File: config.mk
export PLATFORM = sky130hd
export DESIGN_NAME = clock_divider_best_match_search
export DESIGN_NICKNAME = d
export VERILOG_FILES = /design/src/rtl/core/cdbm_pkg.sv /design/src/rtl/core/cdbm_div.sv /design/src/rtl/core/cdbm_path.sv /design/src/rtl/core/cdbm_ctrl.sv /design/src/rtl/core/clock_divider_best_match_search.sv
export SDC_FILE = /design/constraint.sdc
export NUM_CORES = 1
export LEC_CHECK = 0
export ABC_AREA = 1
export CAP_MARGIN = 30
export CORE_MARGIN = 5
export CORE_UTILIZATION = 53
export DETAILED_ROUTE_END_ITERATION = 7
export DONT_BUFFER_PORTS = 1
export PLACE_DENSITY = 0.68
export SLEW_MARGIN = 20
export SYNTH_ARGS = -nofsm -noshare
export SYNTH_HDL_FRONTEND = slang
export SYNTH_SLANG_ARGS = --single-unit
File: constraint.sdc
create_clock -name aclk -period 4.99 [get_ports aclk]
set_input_delay 0.2495 -clock aclk [delete_from_list [all_inputs] [get_ports aclk]]
set_output_delay 0.2495 -clock aclk [all_outputs]
set_load 0.1 [all_outputs]
File: src/rtl/core/cdbm_pkg.sv
// shared types, constants and divider table for the clock divider search
package cdbm_pkg;

    localparam int unsigned CLK_W      = 32;
    localparam int unsigned CODE_W     = 6;
    localparam int unsigned SCL_W      = 12;
    localparam int unsigned MULT_W     = 2;
    localparam int unsigned IDX_W      = 6;
    localparam int unsigned DIVISOR_W  = SCL_W + 2;
    localparam int unsigned BYTE_W     = MULT_W + CODE_W;
    localparam int unsigned STEP_W     = 5;

    localparam logic [CLK_W-1:0]  RATE_LIMIT_HZ = 32'd1000000;
    localparam logic [CLK_W-1:0]  NO_ERROR_YET  = 32'hffffffff;
    localparam logic [IDX_W-1:0]  LAST_IDX      = 6'd49;
    localparam logic [MULT_W-1:0] LAST_MULT     = 2'd2;
    localparam logic [STEP_W-1:0] LAST_STEP     = 5'd31;

    typedef struct packed {
        logic [CODE_W-1:0] code;
        logic [SCL_W-1:0]  divider;
    } scl_entry_t;

    // controller to datapath
    typedef struct packed {
        logic load;
        logic div_start;
        logic eval;
        logic out_load;
    } cdbm_cmd_t;

    // datapath to controller
    typedef struct packed {
        logic reject;
        logic div_done;
        logic exact;
        logic last;
        logic out_busy;
    } cdbm_sts_t;

    function automatic scl_entry_t scl_rom(input logic [IDX_W-1:0] idx);
        scl_entry_t e;
        case (idx)
            6'd0:    e = '{6'h00, 12'd20};
            6'd1:    e = '{6'h01, 12'd22};
            6'd2:    e = '{6'h02, 12'd24};
            6'd3:    e = '{6'h03, 12'd26};
            6'd4:    e = '{6'h04, 12'd28};
            6'd5:    e = '{6'h05, 12'd30};
            6'd6:    e = '{6'h09, 12'd32};
            6'd7:    e = '{6'h06, 12'd34};
            6'd8:    e = '{6'h0a, 12'd36};
            6'd9:    e = '{6'h07, 12'd40};
            6'd10:   e = '{6'h0c, 12'd44};
            6'd11:   e = '{6'h10, 12'd48};
            6'd12:   e = '{6'h11, 12'd56};
            6'd13:   e = '{6'h12, 12'd64};
            6'd14:   e = '{6'h0f, 12'd68};
            6'd15:   e = '{6'h13, 12'd72};
            6'd16:   e = '{6'h14, 12'd80};
            6'd17:   e = '{6'h15, 12'd88};
            6'd18:   e = '{6'h19, 12'd96};
            6'd19:   e = '{6'h16, 12'd104};
            6'd20:   e = '{6'h1a, 12'd112};
            6'd21:   e = '{6'h17, 12'd128};
            6'd22:   e = '{6'h1c, 12'd144};
            6'd23:   e = '{6'h1d, 12'd160};
            6'd24:   e = '{6'h1e, 12'd192};
            6'd25:   e = '{6'h22, 12'd224};
            6'd26:   e = '{6'h1f, 12'd240};
            6'd27:   e = '{6'h23, 12'd256};
            6'd28:   e = '{6'h24, 12'd288};
            6'd29:   e = '{6'h25, 12'd320};
            6'd30:   e = '{6'h26, 12'd384};
            6'd31:   e = '{6'h2a, 12'd448};
            6'd32:   e = '{6'h27, 12'd480};
            6'd33:   e = '{6'h2b, 12'd512};
            6'd34:   e = '{6'h2c, 12'd576};
            6'd35:   e = '{6'h2d, 12'd640};
            6'd36:   e = '{6'h2e, 12'd768};
            6'd37:   e = '{6'h32, 12'd896};
            6'd38:   e = '{6'h2f, 12'd960};
            6'd39:   e = '{6'h33, 12'd1024};
            6'd40:   e = '{6'h34, 12'd1152};
            6'd41:   e = '{6'h35, 12'd1280};
            6'd42:   e = '{6'h36, 12'd1536};
            6'd43:   e = '{6'h3a, 12'd1792};
            6'd44:   e = '{6'h37, 12'd1920};
            6'd45:   e = '{6'h3b, 12'd2048};
            6'd46:   e = '{6'h3c, 12'd2304};
            6'd47:   e = '{6'h3d, 12'd2560};
            6'd48:   e = '{6'h3e, 12'd3072};
            6'd49:   e = '{6'h3f, 12'd3840};
            default: e = '{6'h00, 12'd20};
        endcase
        return e;
    endfunction

endpackage

File: src/rtl/core/cdbm_div.sv
// serial restoring divider, one quotient bit per cycle
module cdbm_div (
    input  logic                                aclk,
    input  logic                                aresetn,
    input  logic                                start,
    input  logic [cdbm_pkg::CLK_W-1:0]          dividend,
    input  logic [cdbm_pkg::DIVISOR_W-1:0]      divisor,
    output logic                                busy,
    output logic                                done,
    output logic [cdbm_pkg::CLK_W-1:0]          quotient
);

    logic [cdbm_pkg::CLK_W-1:0]     quo_reg, quo_next;
    logic [cdbm_pkg::DIVISOR_W-1:0] rem_reg, rem_next;
    logic [cdbm_pkg::DIVISOR_W-1:0] dvs_reg;
    logic [cdbm_pkg::STEP_W-1:0]    step_reg;
    logic                           busy_reg;
    logic                           done_reg;
    logic [cdbm_pkg::DIVISOR_W:0]   trial;
    logic [cdbm_pkg::DIVISOR_W:0]   diff;

    always_comb begin
        trial = {rem_reg, quo_reg[cdbm_pkg::CLK_W-1]};
        diff  = trial - {1'b0, dvs_reg};
        // remainder stays below the divisor, so the low bits always fit
        if (trial >= {1'b0, dvs_reg}) begin
            rem_next = diff[cdbm_pkg::DIVISOR_W-1:0];
            quo_next = {quo_reg[cdbm_pkg::CLK_W-2:0], 1'b1};
        end else begin
            rem_next = trial[cdbm_pkg::DIVISOR_W-1:0];
            quo_next = {quo_reg[cdbm_pkg::CLK_W-2:0], 1'b0};
        end
    end

    always_ff @(posedge aclk) begin
        if (!aresetn) begin
            busy_reg <= 1'b0;
            done_reg <= 1'b0;
            step_reg <= '0;
        end else begin
            done_reg <= 1'b0;
            if (start) begin
                busy_reg <= 1'b1;
                step_reg <= '0;
            end else if (busy_reg) begin
                step_reg <= step_reg + 1'b1;
                if (step_reg == cdbm_pkg::LAST_STEP) begin
                    busy_reg <= 1'b0;
                    done_reg <= 1'b1;
                end
            end
        end
    end

    always_ff @(posedge aclk) begin
        if (start) begin
            quo_reg <= dividend;
            rem_reg <= '0;
            dvs_reg <= divisor;
        end else if (busy_reg) begin
            quo_reg <= quo_next;
            rem_reg <= rem_next;
        end
    end

    assign busy     = busy_reg;
    assign done     = done_reg;
    assign quotient = quo_reg;

endmodule

File: src/rtl/core/cdbm_path.sv
// datapath: request registers, candidate counters, best match tracking, output register
module cdbm_path (
    input  logic                          aclk,
    input  logic                          aresetn,
    input  cdbm_pkg::cdbm_cmd_t           cmd,
    output cdbm_pkg::cdbm_sts_t           sts,
    input  logic [2*cdbm_pkg::CLK_W-1:0]  s_tdata,
    output logic                          m_tvalid,
    input  logic                          m_tready,
    output logic [cdbm_pkg::BYTE_W-1:0]   m_tdata,
    output logic                          m_tuser
);

    logic [cdbm_pkg::CLK_W-1:0]   clk_hz_reg;
    logic [cdbm_pkg::CLK_W-1:0]   target_reg;
    logic                         reject_reg;
    logic [cdbm_pkg::MULT_W-1:0]  mult_reg;
    logic [cdbm_pkg::IDX_W-1:0]   idx_reg;
    logic [cdbm_pkg::CLK_W-1:0]   best_err_reg, best_err_next;
    logic [cdbm_pkg::BYTE_W-1:0]  best_byte_reg;
    logic                         out_valid_reg;
    logic [cdbm_pkg::BYTE_W-1:0]  out_byte_reg;
    logic                         out_rej_reg;

    cdbm_pkg::scl_entry_t         entry;
    logic [cdbm_pkg::DIVISOR_W-1:0] divisor;
    logic [cdbm_pkg::CLK_W-1:0]   rate;
    logic [cdbm_pkg::CLK_W-1:0]   err;
    logic                         better;
    logic                         div_busy;
    logic                         div_done;

    always_comb begin
        entry   = cdbm_pkg::scl_rom(idx_reg);
        divisor = {2'b00, entry.divider} << mult_reg;
    end

    cdbm_div u_div (
        .aclk     (aclk),
        .aresetn  (aresetn),
        .start    (cmd.div_start),
        .dividend (clk_hz_reg),
        .divisor  (divisor),
        .busy     (div_busy),
        .done     (div_done),
        .quotient (rate)
    );

    always_comb begin
        err           = (target_reg > rate) ? (target_reg - rate) : (rate - target_reg);
        better        = err < best_err_reg;
        best_err_next = better ? err : best_err_reg;
    end

    always_comb begin
        sts.reject   = reject_reg;
        sts.div_done = div_done;
        sts.exact    = (best_err_next == '0);
        sts.last     = (mult_reg == cdbm_pkg::LAST_MULT) && (idx_reg == cdbm_pkg::LAST_IDX);
        sts.out_busy = out_valid_reg && !m_tready;
    end

    always_ff @(posedge aclk) begin
        if (cmd.load) begin
            clk_hz_reg    <= s_tdata[cdbm_pkg::CLK_W-1:0];
            target_reg    <= s_tdata[2*cdbm_pkg::CLK_W-1:cdbm_pkg::CLK_W];
            reject_reg    <= s_tdata[2*cdbm_pkg::CLK_W-1:cdbm_pkg::CLK_W]
                             > cdbm_pkg::RATE_LIMIT_HZ;
            mult_reg      <= '0;
            idx_reg       <= '0;
            best_err_reg  <= cdbm_pkg::NO_ERROR_YET;
            best_byte_reg <= '0;
        end else if (cmd.eval) begin
            best_err_reg <= best_err_next;
            if (better) begin
                best_byte_reg <= {mult_reg, entry.code};
            end
            if (idx_reg == cdbm_pkg::LAST_IDX) begin
                idx_reg  <= '0;
                mult_reg <= mult_reg + 1'b1;
            end else begin
                idx_reg <= idx_reg + 1'b1;
            end
        end
    end

    always_ff @(posedge aclk) begin
        if (!aresetn) begin
            out_valid_reg <= 1'b0;
        end else if (cmd.out_load) begin
            out_valid_reg <= 1'b1;
        end else if (m_tready) begin
            out_valid_reg <= 1'b0;
        end
    end

    always_ff @(posedge aclk) begin
        if (cmd.out_load) begin
            out_byte_reg <= reject_reg ? '0 : best_byte_reg;
            out_rej_reg  <= reject_reg;
        end
    end

    assign m_tvalid = out_valid_reg;
    assign m_tdata  = out_byte_reg;
    assign m_tuser  = out_rej_reg;

`ifndef SYNTHESIS
    a_load_init: assert property (@(posedge aclk) disable iff (!aresetn)
        cmd.load |=> (mult_reg == '0) && (idx_reg == '0)
                     && (best_err_reg == cdbm_pkg::NO_ERROR_YET))
        else $error("search state not initialized on load");

    a_err_shrinks: assert property (@(posedge aclk) disable iff (!aresetn)
        cmd.eval |=> best_err_reg <= $past(best_err_reg))
        else $error("best error grew during search");

    a_no_overwrite: assert property (@(posedge aclk) disable iff (!aresetn)
        cmd.out_load |-> !(out_valid_reg && !m_tready))
        else $error("result overwritten before it was taken");

    a_start_idle: assert property (@(posedge aclk) disable iff (!aresetn)
        cmd.div_start |-> !div_busy)
        else $error("divider started while busy");

    a_reject_zero: assert property (@(posedge aclk) disable iff (!aresetn)
        (out_valid_reg && out_rej_reg) |-> (out_byte_reg == '0))
        else $error("rejected result carries a divider byte");
`endif

endmodule

File: src/rtl/core/cdbm_ctrl.sv
// control state machine sequencing the candidate search
module cdbm_ctrl (
    input  logic                 aclk,
    input  logic                 aresetn,
    input  logic                 s_tvalid,
    output logic                 s_tready,
    input  cdbm_pkg::cdbm_sts_t  sts,
    output cdbm_pkg::cdbm_cmd_t  cmd
);

    typedef enum logic [2:0] {
        ST_IDLE,
        ST_CHECK,
        ST_DIVIDE,
        ST_EVAL,
        ST_FINISH
    } state_t;

    state_t state_reg, state_next;

    always_comb begin
        state_next    = state_reg;
        cmd           = '0;
        s_tready      = 1'b0;
        case (state_reg)
            ST_IDLE: begin
                s_tready = 1'b1;
                if (s_tvalid) begin
                    cmd.load   = 1'b1;
                    state_next = ST_CHECK;
                end
            end
            ST_CHECK: begin
                if (sts.reject) begin
                    state_next = ST_FINISH;
                end else begin
                    cmd.div_start = 1'b1;
                    state_next    = ST_DIVIDE;
                end
            end
            ST_DIVIDE: begin
                if (sts.div_done) begin
                    state_next = ST_EVAL;
                end
            end
            ST_EVAL: begin
                cmd.eval = 1'b1;
                // an exact hit cannot be beaten, stop early
                if (sts.exact || sts.last) begin
                    state_next = ST_FINISH;
                end else begin
                    // table index steps on this edge, the next divide starts from check
                    state_next = ST_CHECK;
                end
            end
            ST_FINISH: begin
                if (!sts.out_busy) begin
                    cmd.out_load = 1'b1;
                    state_next   = ST_IDLE;
                end
            end
            default: begin
                state_next = ST_IDLE;
            end
        endcase
    end

    always_ff @(posedge aclk) begin
        if (!aresetn) begin
            state_reg <= ST_IDLE;
        end else begin
            state_reg <= state_next;
        end
    end

endmodule

File: src/rtl/core/clock_divider_best_match_search.sv
// top level of the clock divider best match search
// Each request carries a source clock and a target bus rate and yields one result: the
// divider byte (multiplier index in bits 7:6, rate code in bits 5:0) whose rate
// source / (multiplier * divider) lies closest to the target, or a rejected flag with a
// zero byte when the target exceeds 1000000. Up to 150 candidates are tried in order
// (multipliers 1, 2, 4 over the 50-entry table), each through a divider start in the check
// state, the serial divider that yields one quotient bit per cycle and the evaluation state;
// the search stops early on an exact match and a rejected request goes from the check state
// straight to finish. One request is in work at a time; a new one is taken while the
// previous result still waits in the output register.
module clock_divider_best_match_search (
    input  logic                                aclk,
    input  logic                                aresetn,
    input  logic                                s_tvalid,
    output logic                                s_tready,
    input  logic [2*cdbm_pkg::CLK_W-1:0]        s_tdata,  // source_clock_hz, target_rate_hz
    output logic                                m_tvalid,
    input  logic                                m_tready,
    output logic [cdbm_pkg::BYTE_W-1:0]         m_tdata,  // divider_byte
    output logic                                m_tuser   // rejected
);

    cdbm_pkg::cdbm_cmd_t cmd;
    cdbm_pkg::cdbm_sts_t sts;

    cdbm_ctrl u_ctrl (
        .aclk     (aclk),
        .aresetn  (aresetn),
        .s_tvalid (s_tvalid),
        .s_tready (s_tready),
        .sts      (sts),
        .cmd      (cmd)
    );

    cdbm_path u_path (
        .aclk     (aclk),
        .aresetn  (aresetn),
        .cmd      (cmd),
        .sts      (sts),
        .s_tdata  (s_tdata),
        .m_tvalid (m_tvalid),
        .m_tready (m_tready),
        .m_tdata  (m_tdata),
        .m_tuser  (m_tuser)
    );

endmodule

==> impl_metrics.toml, run 1 <==
[setup_path]
critPathMaxStageDelay_ns = 0.46
cp-end-kind = "flop"
crit_family = "simple AND/OR/NAND/NOR gates"
startpoint = "u_path.target_reg[27]"
crit_arrival_ns = 5.05
worstPathRequired_ns = 5.42
start_kind = "flop"
r2r_start = "u_path.target_reg[27]"
path_max_fanout = 32
crit_path_frequent_cell = "nand2_1"
path_buf_inv = 2
slowest_stage = "ha_1"
crit_type = "flop to flop"

[placement]
place.gp.congestion = 0.946
dp_slack_ns = 0.148
port_buffers = 0
place_area_mm2 = 0.0159
dp_hpwl_mm = 33.5

[finish]
drive_gt1_share_pct = 5.51
postLayoutCoreUtil_pct = 60.5
area_delta_synth_final_pct = 12.1
fillers = 2716
seq_area_mm2 = 0.00538
antenna_cells = 0
multi_input_area_mm2 = 0.00848
final_nets = 2488
design_area_mm2 = 0.0175

[floorplanning]
io_pins = 79
die_y_um = 181
die_width_um = 181
row_count = 62
die_area_mm2 = 0.0329
core_area_mm2 = 0.0289
initial_core_util_pct = 54.0

[timing]
max_slew_margin_pct = 35.1
finClkSkew_ns = 0.0136
setup_viol = 0
rsz0062_at_grt = "no"
worstMarginPinSlew_ns = 0.973
period_minus_slack_ns = 4.62
fin_setup_tns_ns = 0
period_share_pct = 92.6
max_freq_ghz = 0.216
hold_violations = 0
setup_ws_ns = 0.369
drv_slew = 0

[global_routing]
antenna_found_initial = 0
grt_start_max_net_pins = 75
grt-ovfl-total = 0
grt_pass1_wl_mm = 69.9
grt_pass1_vias = 13800
grt_usage_pct = 25.8

[drt]
dr_total_vias = 14300
wl_per_cell_um = 16.2
drtPass1Iterations = 5
drcViolationCount = 0
wl_mm = 43.5
postRouteAntennaNets = 0
viasPerCell = 5.30
dr.first_iter.drc_count = 1269

[clocking]
cts_tree = "yes"
cts_buffers = 24
clock_sinks = 209
clockBufferDepth = 3
clk_pin_slew_ns = 0.06
cts_max_level = 1
clock_latency_ns = 0.54
clockRootBuffer = "clkbuf_16"

[yosys]
synth.distinct_cells = 58
synthXorXnorAreaFrac_pct = 2.14
synth-main-ff-cell = "edfxtp_1"
yosys.area_share.simple_pct = 29.7
synthCells = 2231
yosysTopAreaCell = "edfxtp_1"
syn-mean-instance-area_um2 = 6.98
yosysMostFrequentCell = "nand2_1"
ys_warn_count = 0
synth_edf_count = 119
synth_fp_nets = 2431
syn_area_mm2 = 0.0156
synth_fa_ha_area_share_pct = 10.7
synth_area_leaders = "edfxtp_1 (23%), nand2_1 (18%), dfxtp_1 (12%)"
ys_async_sr_fraction_pct = 0
synthTopCellsByCount = "nand2_1 (746), inv_1 (377), nand3_1 (131)"
synth_top_family_by_area = "simple AND/OR/NAND/NOR gates"
synthMuxAreaShare_pct = 0.900
yosys.area.top_type_share_pct = 22.9
synth_compound_area_share_pct = 10.5
synth_seq_cells = 209
ys_seq_area_share_pct = 34.5

[power_and_ir_drop]
p_total_mw = 5.31
power_density_mw_per_mm2 = 304
p_leak_nw = 8.90
vdd_drop_max_uv = 326

[status]
status = "completed"

[worst_hold_path]
worstHoldStart = "s_tvalid"
holdCritPathClass = "input pin to flop"

[run]
cap_viol_max_count = 0
## final cells by class
cell class | instances | area share [%]
Inverter | 392 | 8.43
Sequential cell | 209 | 30.8
Multi-Input combinational cell | 1571 | 48.6
Clock inverter | 7 | 0.416
Tap cell | 384 | 2.75
Clock buffer | 37 | 3.85
Timing Repair Buffer | 90 | 5.17
## layer usage
layer | wire (um) | global-route usage (%) | part of all wire [%]
met4 | 1100 | 5.85 | 2.5
met3 | 2630 | 3.62 | 6.1
met5 | 0 | 0 | 0
met2 | 19600 | 42.8 | 45
met1 | 20200 | 36.0 | 46
## timing repair
item,CTS,global route
hold buffers,66,0
gates resized for setup,0,12
endpoints found under the setup margin,0,2
setup buffers,0,3
hold endpoints to repair,75,0
## metrics by stage
step / hold WS [ns] / cells
3_5_place_dp: 0.348 / 2575
4_1_cts: 0.104 / 2685
3_3_place_gp: 0.348 / 2575
2_1_floorplan: 0.347 / 2231
5_1_grt: 0.141 / 2690
6_report: 0.146 / 2690
## report_power, final
part / internal [mW] / switching, mW
Sequential: 1.95 / 0.0936
Combinational: 0.566 / 1.02
Clock: 0.981 / 0.704
## final timing paths
check	end	slack, ns	depth (start not counted)
worst max register to register	u_ctrl.state_reg[0]	0.37	28
worst max-delay path	u_ctrl.state_reg[0]	0.37	28
worst min register to register	u_path.best_byte_reg[6]	0.45	2
worst min-delay path	u_ctrl.state_reg[0]	0.15	4
## worst reg2reg max path, delay by kind of cell, from the launching register on
kind | cells | cell delay (ns)
simple gates | 24 | 2.91
flops | 1 | 0.40
buf+inv | 2 | 0.44
fa+ha+maj | 2 | 0.77
## logic make-up (layout without fill, tap and decap cells)
group           count (synthesis)  count (layout)
mux                            14              14
flops                         209             209
fa+ha+maj                     132             132
compound gates                282             282
buf+inv                       452             526
xor+xnor                       38              38
simple gates                 1104            1105
## cell usage in the layout (no fill, tap or decap), types with 14 or more instances in the layout
master and instances:
xor2_1 32, nand3_1 131, buf_4 19, ha_1 124, nor3_1 16, mux2i_1 14
inv_1 377, nand2_2 19, edfxtp_1 119, o211ai_1 30, nor2_1 118, a21oi_1 103
nand2_1 746, dlygate4sd3_1 66, nand4_1 18, clkbuf_16 24, and2_1 16, dfxtp_1 90
o21ai_0 100
Note: power is estimated with default switching activity, not from simulation.
==> run 2: changes to the inputs <==
--- a/config.mk
+++ b/config.mk
@@ -11,8 +11,8 @@
 export CORE_UTILIZATION = 53
 export DETAILED_ROUTE_END_ITERATION = 7
 export DONT_BUFFER_PORTS = 1
+export GPL_TIMING_DRIVEN = 0
 export PLACE_DENSITY = 0.68
-export SLEW_MARGIN = 20
 export SYNTH_ARGS = -nofsm -noshare
 export SYNTH_HDL_FRONTEND = slang
 export SYNTH_SLANG_ARGS = --single-unit
==> constraint.sdc (replaced) <==
create_clock -name aclk -period 5.2 [get_ports aclk]
set_input_delay 0.26 -clock aclk [delete_from_list [all_inputs] [get_ports aclk]]
set_output_delay 0.26 -clock aclk [all_outputs]
set_load 0.1 [all_outputs]
==> run 2 against run 1 <==
Utilization increased by 0.43 points. Sequential power decreased by 4%. Non-clock buffer count increased by 41. Die area unchanged. Clock skew increased by 0.016 ns. Combinational power about the same. Flip-flop and latch count unchanged.
==> impl_metrics.toml, run 2 (same netlist as run 1, synthesis figures left out) <==
[floorplanning]
core_area_mm2 = 0.0289
die_width_um = 181
initial_core_util_pct = 54.0
io_pins = 79
row_count = 62
die_area_mm2 = 0.0329
die_y_um = 181

[timing]
setup_ws_ns = 0.441
drv_slew = 0
fin_setup_tns_ns = 0
max_slew_margin_pct = 35.5
period_share_pct = 91.5
finClkSkew_ns = 0.0296
max_freq_ghz = 0.210
setup_viol = 0
hold_violations = 0
worstMarginPinSlew_ns = 0.968
period_minus_slack_ns = 4.76

[power_and_ir_drop]
power_density_mw_per_mm2 = 289
vdd_drop_max_uv = 258
p_total_mw = 5.09
p_leak_nw = 8.98

[global_routing]
grt_usage_pct = 25.8
grt_start_max_net_pins = 45
antenna_found_initial = 0
grt_pass1_wl_mm = 69.5
grt_pass1_vias = 13700
grt-ovfl-total = 0

[drt]
wl_per_cell_um = 16.0
drtPass1Iterations = 5
viasPerCell = 5.26
dr_total_vias = 14300
postRouteAntennaNets = 0
drcViolationCount = 0
dr.first_iter.drc_count = 1095
wl_mm = 43.7

[placement]
place.gp.congestion = 0.956
dp_slack_ns = 0.0753
numPlacedInstances = 2619
place_area_mm2 = 0.0161
port_buffers = 0
dp_hpwl_mm = 34.0

[setup_path]
reg2reg_slack_ns = 0.44
crit_type = "flop to flop"
slowest_stage = "fa_2"
critPathMaxStageDelay_ns = 0.41
worstPathRequired_ns = 5.69
path_max_fanout = 10
cp-end-kind = "flop"
crit_path_frequent_cell = "nand2_1"
crit_arrival_ns = 5.25
start_kind = "flop"

[finish]
area_delta_synth_final_pct = 12.9
drive_gt1_share_pct = 6.06
final_cell_mix = "nand2_1 (745), inv_1 (376), nand3_1 (130), ha_1 (130), edfxtp_1 (119)"
final_nets = 2528
stdcell_count = 2729
fillers = 2687
design_area_mm2 = 0.0176
antenna_cells = 0
layout_commonest_cell = "nand2_1"

[worst_hold_path]
holdCritPathClass = "input pin to flop"

[clocking]
clk_pin_slew_ns = 0.06
clockBufferDepth = 3
clock_sinks = 209
cts_buffers = 24
clockRootBuffer = "clkbuf_16"
cts_tree = "yes"
clock_latency_ns = 0.55
cts_max_level = 1

[run]
cap_viol_max_count = 0

[status]
status = "completed"
-- run 2: path summary, 6_finish.rpt --
check,startpoint,depth (start not counted),endpoint
worst max-delay path,u_path.target_reg[0],37,u_ctrl.state_reg[2]
worst min-delay path,s_tvalid,4,u_ctrl.state_reg[0]
worst max register to register,u_path.target_reg[0],37,u_ctrl.state_reg[2]
worst min register to register,u_path.best_byte_reg[6],2,u_path.best_byte_reg[6]
-- run 2: area by class of cell --
| type | instances | area, um^2 | area share (%) |
|---|---|---|---|
| sequential | 209 | 5380 | 30.6 |
| tap | 384 | 480 | 2.73 |
| clock inverter | 10 | 61.3 | 0.349 |
| clock buffer | 33 | 664 | 3.78 |
| multi-input combinational | 1570 | 8460 | 48.1 |
| buffer | 60 | 334 | 1.90 |
| timing repair buffer | 71 | 734 | 4.18 |
| inverter | 392 | 1470 | 8.37 |
-- run 2: report_power, final --
group          switching (mW)  total [mW]  internal [mW]
sequential             0.0882        1.96           1.87
clock                   0.678        1.57          0.892
combinational            1.00        1.56          0.560
total                    1.77        5.09           3.32
-- run 2: critical path, delay by kind of cell, from the launching register on --
family                     cells  cell delay, ns
buffers and inverters          5            0.58
DFF                            1            0.40
and+or+nand+nor               26            2.42
AOI/OAI and AO/OA              3            0.45
adders and majority gates      3            0.84
-- run 2: what timing repair did --
action	4_1_cts	5_1_grt
hold endpoints to repair	75	0
buffers inserted	0	0
hold buffers	66	0
endpoints found under the setup margin	0	10
resized for setup	0	28
-- run 2: layer usage --
metal | track usage, % | routed length [um] | up-vias
met4 | 5.13 | 811 | 0
met5 | 0 | 0 | -
li1 | - | - | 7294
met2 | 42.0 | 19200 | 392
met3 | 3.90 | 2790 | 63
met1 | 36.8 | 20800 | 6592
-- run 2: per-stage QoR --
step / utilization [%] / hold slack (ns)
final: 60.9 / 0.112
after global routing: 60.9 / 0.140
after CTS: 60.7 / 0.0838
after detailed placement: 55.9 / 0.359
after global placement: 55.6 / 0.359
after floorplan: - / 0.358
==> run 3: changes to the inputs <==
--- a/config.mk
+++ b/config.mk
@@ -9,6 +9,7 @@
 export CAP_MARGIN = 30
 export CORE_MARGIN = 5
 export CORE_UTILIZATION = 53
+export CTS_BUF_LIST = sky130_fd_sc_hd__clkbuf_4 sky130_fd_sc_hd__clkbuf_8 sky130_fd_sc_hd__clkbuf_16
 export DETAILED_ROUTE_END_ITERATION = 7
 export DONT_BUFFER_PORTS = 1
 export GPL_TIMING_DRIVEN = 0
==> run 3 against run 2 <==
Register-to-register slack about the same. Sequential power is essentially flat. Hold slack gained 0.0039 ns. Combinational power about the same. Flip-flop and latch count is the same. Clock skew down 0.0016 ns. Wire length fell by 0.17%. Global-route usage about the same. Setup slack better by 0.012 ns. Via count increased by 0.18%. Total power grew 0.63%. Largest cell class unchanged. Largest power group unchanged.
==> impl_metrics.toml, run 3 (same netlist as run 1, synthesis figures left out) <==
[setup_path]
startpoint = "u_path.u_div.quotient[0]"
slowest_stage = "edfxtp_1"
setup.worst_path.end = "u_ctrl.state_reg[2]"
critPathMaxStageDelay_ns = 0.41
cp-end-kind = "flop"
crit_arrival_ns = 5.24
worstPathRequired_ns = 5.69
start_kind = "flop"
reg2reg_to = "u_ctrl.state_reg[2]"
path_max_fanout = 10
reg2reg_slack_ns = 0.45
crit_path_frequent_cell = "nand2_1"
r2r_cells = 34
r2r_start = "u_path.u_div.quotient[0]"
crit_type = "flop to flop"

[global_routing]
grt_pass1_vias = 13600
grt_pass1_wl_mm = 69.5
grt_usage_pct = 25.8
grt-ovfl-total = 0
antenna_found_initial = 0
grt_start_max_net_pins = 45

[drt]
wl_per_cell_um = 16.0
viasPerCell = 5.27
dr.first_iter.drc_count = 1119
dr_total_vias = 14400
postRouteAntennaNets = 0
wl_mm = 43.6
drtPass1Iterations = 6
drcViolationCount = 0

[clocking]
clk_pin_slew_ns = 0.06
post_cts_buffers = 0
clockBufferDepth = 3
clockRootBuffer = "clkbuf_16"
cts_tree = "yes"
cts_buffers = 24
clock_sinks = 209
cts_max_level = 1
clock_latency_ns = 0.54

[status]
status = "completed"

[finish]
stdcell_count = 2728
final_cell_mix = "nand2_1 (745), inv_1 (376), nand3_1 (130), ha_1 (130), edfxtp_1 (119)"
layout_commonest_cell = "nand2_1"
design_area_mm2 = 0.0176
fillers = 2685
final_nets = 2527
area_delta_synth_final_pct = 13.0
drive_gt1_share_pct = 6.27
antenna_cells = 0

[timing]
period_minus_slack_ns = 4.75
period_share_pct = 91.3
setup_viol = 0
drv_slew = 0
max_freq_ghz = 0.211
hold_slack_ns = 0.116
worstMarginPinSlew_ns = 1.01
finClkSkew_ns = 0.0280
hold_violations = 0
max_slew_margin_pct = 32.2

[power_and_ir_drop]
vdd_drop_max_uv = 258
power_density_mw_per_mm2 = 291
p_leak_nw = 9.00

[floorplanning]
io_pins = 79
initial_core_util_pct = 54.0
die_width_um = 181
die_y_um = 181
die_area_mm2 = 0.0329
row_count = 62
core_area_mm2 = 0.0289

[worst_hold_path]
holdCritPathClass = "input pin to flop"

[placement]
place_area_mm2 = 0.0161
numPlacedInstances = 2619
port_buffers = 0
dp_hpwl_mm = 34.0
place.gp.congestion = 0.956

[run]
cap_viol_max_count = 0
## run 3: cell types whose count changed in the layout (fill, tap and decap cells not counted)
cell      before  now
clkbuf_1      28   22
clkbuf_4       2    7
## run 3: timing repair
action,CTS,global route
hold buffers,66,0
endpoints found under the setup margin,0,10
gates resized for setup,0,28
endpoints found under the hold margin,75,0
## run 3: worst max-delay path: cells and delay by family (launching register included)
kind                       cells  cell delay [ns]
DFF                            1             0.41
buffers and inverters          5             0.73
adders and majority gates      3             0.80
and+or+nand+nor               23             2.10
AOI/OAI and AO/OA              3             0.64
## run 3: worst min-delay path by stage
stage                 from               endpoint  slack (ns)  cells after the start
4_1_cts           s_tvalid    u_ctrl.state_reg[0]        0.08                      4
6_report          s_tvalid    u_ctrl.state_reg[0]        0.12                      4
3_3_place_gp   s_tdata[16]  u_path.clk_hz_reg[16]        0.36                      0
2_1_floorplan      aresetn    u_ctrl.state_reg[2]        0.36                      2
3_5_place_dp   s_tdata[12]  u_path.clk_hz_reg[12]        0.36                      0
5_1_grt        s_tdata[53]      u_path.reject_reg        0.14                      2
## run 3: area by class of cell
type	instances	area, um^2	share of cell area, %
Clock buffer	33	687	3.90
Tap cell	384	480	2.73
Multi-Input combinational cell	1570	8460	48.1
Sequential cell	209	5380	30.5
Buffer	60	334	1.90
Clock inverter	10	61.3	0.348
Inverter	392	1470	8.36
Timing Repair Buffer	70	727	4.13
## run 3: through the flow
| stage | setup slack, ns | util (%) | power [mW] | TNS (ns) |
|---|---|---|---|---|
| 2_1_floorplan | 0.617 | - | 3.11 | 0 |
| 3_3_place_gp | -0.577 | 55.6 | 3.44 | -39.86 |
| 3_5_place_dp | 0.0753 | 55.9 | 3.48 | 0 |
| 4_1_cts | 0.0208 | 60.8 | 5.12 | 0 |
| 5_1_grt | -0.00591 | 61.0 | 5.44 | -0.00591 |
| 6_report | 0.454 | 61.0 | 5.12 | 0 |
## run 3: metal layers
layer / routed length, um / global-route usage, % / share of wire (%) / vias up
met5: 0 / 0 / 0 / -
met4: 824 / 4.92 / 1.9 / 0
met3: 2880 / 3.88 / 6.6 / 67
met2: 19200 / 42.1 / 44 / 433
met1: 20700 / 36.8 / 47 / 6567
li1: - / - / - / 7300
## run 3: power by group
part / internal, mW / switching, mW
clock: 0.924 / 0.679
combinational: 0.559 / 1.00
sequential: 1.87 / 0.0879
total: 3.35 / 1.77
